`src/rtl/rsd_pkg.sv`:
```
`timescale 1ns / 1ps

package rsd_pkg;

    localparam int DEPTH_DEF = 64;

    localparam int YEAR_W = 16;
    localparam int REV_W  = 48;
    localparam int TAG_W  = 16;

    localparam int APB_ADDR_W = 3;
    localparam int APB_DATA_W = 32;

    // register index, taken from byte address bit 2
    localparam logic REG_SORT_KEY = 1'b0;

    // sort key codes
    localparam logic KEY_YEAR    = 1'b0;
    localparam logic KEY_REVENUE = 1'b1;

    typedef enum logic [1:0] {
        ST_LOAD,
        ST_SORT,
        ST_EMIT
    } t_state;

    typedef struct packed {
        logic [YEAR_W-1:0]        year;
        logic signed [REV_W-1:0]  revenue;
        logic [TAG_W-1:0]         tag;
    } t_rec;

    typedef struct packed {
        logic load;      // an item is accepted this cycle
        logic sort;      // compare-exchange phase active
        logic parity;    // which pairs exchange this phase
        logic shift;     // result taken, chain moves towards the head
        logic sort_key;
    } t_cell_ctrl;

    // true when a sorts strictly below b under the chosen key
    function automatic logic key_less(input t_rec a, input t_rec b, input logic key);
        logic less;
        begin
            if (key == KEY_REVENUE) begin
                less = (a.revenue < b.revenue);
            end else begin
                less = (a.year < b.year);
            end
            key_less = less;
        end
    endfunction

endpackage

```
`src/rtl/rsd_cell.sv`:
```
`timescale 1ns / 1ps

module rsd_cell
    import rsd_pkg::*;
#(
    parameter bit ODD_POS = 1'b0
) (
    input  logic       i_clk,
    input  logic       i_rst_n,
    input  t_cell_ctrl i_ctrl,
    input  t_rec       i_load_rec,
    input  logic       i_left_valid,
    input  t_rec       i_left_rec,
    input  logic       i_left_swap,
    input  logic       i_right_valid,
    input  t_rec       i_right_rec,
    output logic       o_valid,
    output t_rec       o_rec,
    output logic       o_swap
);

    logic r_valid;
    logic n_valid;
    t_rec r_rec;
    t_rec n_rec;
    logic w_is_left;

    // left member of a pair when own position parity matches the phase
    assign w_is_left = (i_ctrl.parity == ODD_POS);

    assign o_swap = i_ctrl.sort && w_is_left && r_valid && i_right_valid &&
                    key_less(r_rec, i_right_rec, i_ctrl.sort_key);

    always_comb begin
        n_valid = r_valid;
        n_rec   = r_rec;
        if (i_ctrl.load) begin
            // first empty cell takes the item
            if (!r_valid && i_left_valid) begin
                n_valid = 1'b1;
                n_rec   = i_load_rec;
            end
        end else if (i_ctrl.sort) begin
            if (o_swap) begin
                n_rec = i_right_rec;
            end else if (!w_is_left && i_left_swap) begin
                n_rec = i_left_rec;
            end
        end else if (i_ctrl.shift) begin
            n_valid = i_right_valid;
            n_rec   = i_right_rec;
        end
    end

    always_ff @(posedge i_clk) begin
        if (!i_rst_n) begin
            r_valid <= 1'b0;
        end else begin
            r_valid <= n_valid;
        end
    end

    always_ff @(posedge i_clk) begin
        r_rec <= n_rec;
    end

    assign o_valid = r_valid;
    assign o_rec   = r_rec;

endmodule

```
`config.mk`:
```
export PLATFORM = sky130hd
export DESIGN_NAME = rsd_cell
export DESIGN_NICKNAME = d
export VERILOG_FILES = /design/src/rtl/rsd_pkg.sv /design/src/rtl/rsd_cell.sv
export SDC_FILE = /design/constraint.sdc
export NUM_CORES = 1
export LEC_CHECK = 0
export CAP_MARGIN = 10
export CORE_MARGIN = 8
export CORE_UTILIZATION = 46
export DETAILED_ROUTE_END_ITERATION = 7
export DONT_BUFFER_PORTS = 1
export GPL_TIMING_DRIVEN = 0
export PLACE_DENSITY = 0.68
export SYNTH_ARGS = -nofsm -noshare
export SYNTH_HDL_FRONTEND = slang
export SYNTH_SLANG_ARGS = --single-unit
```
`constraint.sdc`:
```
create_clock -name i_clk -period 25.9 [get_ports i_clk]
set_clock_uncertainty 0.1 [all_clocks]
set_input_delay 2.59 -clock i_clk [delete_from_list [all_inputs] [get_ports i_clk]]
set_output_delay 2.59 -clock i_clk [all_outputs]
set_load 0.01 [all_outputs]
```
==> flow_summary.toml <==
[floorplan]
dieArea_mm2 = 0.0185
floorplan.die.width_um = 136
floorplan.core_area_mm2 = 0.0143
chipHeight_um = 136
std_cell_rows = 44
start_util_pct = 46.3
floorplan.io_pins = 332

[worst_setup_path]
cp_data_arrival_time_ps = 5130
worst_setup_path_start_kind = "primary input"
maximum_fanout_count_along_the_critical_path = 5
worst_ep_required_time_ps = 23210
worstSetupEndpointType = "output pin"
path_class = "primary input to output pin"

[timing]
hold_viol = 0
worst-slew-pin-transition_ps = 768
period_needed_ps = 7820
clock.fmax_mhz = 128
setup_slack_ps = 18080
fin_tns_setup_ps = 0
finalCritPeriodShare_pct = 30.2
setup_viol = 0
finalMaxSlewViolations = 0
rsz_0062_raised_after_global_routing = "no"
relSlewSlack_pct = 48.4

[clocking]
clockBufferDepth = 2
clkSlewWorstSetupHoldPaths_ps = 60
clockRootBuffer = "sky130_fd_sc_hd__clkbuf_16"
tritoncts_buffers = 9
cts-htree-levels = 3
tritoncts = "done"
number_of_buffers_inserted_to_repair_setup_after_cts = 0
cts.repair.resized = 0
numClockSinks = 81
clkLatencyLatePin_ps = 340
cts_hold_buf = 0

[final_layout]
layout.nets = 1045
fillers = 1330
post_route_cells_drive_above_1_share_pct = 5.83
flow.area_growth_from_synthesis_pct = 9.76
antenna-diode-count = 0
finish.instance_area_mm2 = 0.00728

[synthesis]
synth_enable_flop_cells = 80
netlist_instances = 716
synthesis.area_per_instance_um2 = 9.26
synthesis.nets = 1028
synth.top_cell.area_share_pct = 36.2
synth.area.top_cells = "sky130_fd_sc_hd__edfxtp_1, sky130_fd_sc_hd__ha_1, sky130_fd_sc_hd__a41oi_1, sky130_fd_sc_hd__o31ai_1, sky130_fd_sc_hd__a21oi_1"
synth_seq_area_share_pct = 36.5
synth_async_sr_flop_share_pct = 0
yosysWarnings = 0
synth_cell_types = 39
ys_ff_latch = 81
synth_top_cell_by_area = "sky130_fd_sc_hd__edfxtp_1"
yosysMostFrequentCell = "sky130_fd_sc_hd__a21oi_1"
synth_flop_cell = "sky130_fd_sc_hd__edfxtp_1"
netlist_top_cells_count = "sky130_fd_sc_hd__a21oi_1, sky130_fd_sc_hd__a41oi_1, sky130_fd_sc_hd__nor2b_1, sky130_fd_sc_hd__o31ai_1, sky130_fd_sc_hd__edfxtp_1"
syn_area_mm2 = 0.00663

[global_routing]
grt_first_pass_wirelength_mm = 35.8
globalRouteOverflowTotal = 0
maximum_number_of_pins_on_one_net_before_global_route_repair = 20
via_count_of_the_first_global_routing_pass = 6294
grt.total_usage_pct = 25.3
grt_antenna_before_repair = 0

[routing]
met1Wirelength_mm = 8.77
routed_via_density = 6.73
met3RoutedLength_mm = 3.26
drt_first_pass_iters = 5
detail_route.drc_violations = 0
drtAntennaViolNets = 0
route.vias.total = 6201
totalWireLength_mm = 24.6
wl_per_cell_um = 26.7
wl_met2_mm = 11.9
dr.max_layer_used = "met4"
drt-initial-drc-count = 457

[worst_hold_path]
timing.hold.worst.class = "register to register"

[power_and_ir_drop]
p_sw_share_pct = 29.4
internal-power_uw = 274
switching_power_uw = 114
leakage_uw = 0.00276
fin_total_pwr_uw = 388
power.combinational.fraction_pct = 19.7
ir_worst_vdd_v = 0.0000264
p_per_area_mw_per_mm2 = 53.3
sequentialPowerShare_pct = 46.2
pwr-share-clk_pct = 34.1

[place]
gpl.final_weighted_congestion = 0.897
dp_slack_ps = 18010
detailed_place.area_mm2 = 0.00698
io_buffer_count = 0
dp_hpwl_mm = 19.7

[job]
max-cap-violations = 0

[run_status]
run_status = "complete, no violations"
worst max-delay path: stages:
cell	delay [ps]
sky130_fd_sc_hd__inv_1	20
sky130_fd_sc_hd__ha_1	320
sky130_fd_sc_hd__a21oi_1	150
sky130_fd_sc_hd__o21ai_0	150
sky130_fd_sc_hd__a211oi_1	310
sky130_fd_sc_hd__nor3_1	130
sky130_fd_sc_hd__a211oi_1	610
sky130_fd_sc_hd__nand2_1	150
sky130_fd_sc_hd__xnor2_1	170
sky130_fd_sc_hd__a211oi_1	520
state kept, by name, summed over array words and instances (netlist names):
| signal | count |
|---|---|
| o_rec | 80 |
| o_valid | 1 |
through the flow:
stage / utilization [%] / instances / hold WS [ps]
2_1_floorplan: - / 716 / 446
3_3_place_gp: 47.9 / 900 / 522
3_5_place_dp: 48.7 / 906 / 563
4_1_cts: 50.8 / 922 / 580
5_1_grt: 50.8 / 922 / 623
6_report: 50.8 / 922 / 593
cell type report:
cell class                 count  area, um^2  area share, %
buffer                        69         284           3.90
clock buffer                  13         260           3.58
clock inverter                 3        40.0          0.550
inverter                      63         236           3.25
multi-input combinational    503        3700           50.9
sequential                    81        2420           33.3
tap                          184         230           3.16
timing repair buffer           6        98.8           1.36
path summary, 6_finish.rpt:
| check | from | end | slack (ps) | cells after the start |
|---|---|---|---|---|
| worst max-delay path | i_right_rec[59] | o_swap | 18080 | 10 |
| worst min register to register | o_valid | o_valid | 590 | 2 |
| worst max register to register | o_rec[63] | o_rec[38] | 21310 | 10 |
| worst min-delay path | o_valid | o_valid | 590 | 2 |
cells in the final DEF (no fill, tap or decap), drive strengths merged, types with 2 or more instances in the layout:
| cell | instances |
|---|---|
| nor3 | 6 |
| a221oi | 2 |
| o211ai | 2 |
| a21oi | 103 |
| nor4 | 2 |
| inv | 63 |
| nor2 | 14 |
| nand2 | 18 |
| o21a | 2 |
| ha | 62 |
| buf | 25 |
| clkbuf | 63 |
| edfxtp | 80 |
| and3 | 2 |
| nor2b | 81 |
| a211oi | 6 |
| nand3 | 5 |
| a41oi | 81 |
| a21o | 4 |
| nand2b | 4 |
| o31ai | 81 |
| clkinv | 2 |
| o21ai | 10 |
| nand4 | 7 |
cells by family (layout without fill, tap and decap cells):
group	after synthesis	count (layout)	share of synthesized area, %
AOI/OAI and AO/OA	298	298	31.6
and+or+nand+nor	142	142	12.2
buffers and inverters	132	154	7.85
DFF	81	81	36.5
adders and majority gates	62	62	11.7
xor gates and xnor gates	1	1	0.132
routing by layer:
layer	global-route usage, %	vias up
met4	10.0	0
met1	27.8	2960
met2	42.5	377
li1	-	2817
met5	0	-
met3	10.6	47
power groups by stage:
stage	sequential (uW)	combinational (uW)	clock, uW
6_report	179	76.3	132
5_1_grt	181	85.8	139
4_1_cts	180	76.1	134
3_5_place_dp	182	75.6	0
3_3_place_gp	186	68.6	0
2_1_floorplan	179	54.6	0
No activity file was read; power rests on OpenSTA's default activity.
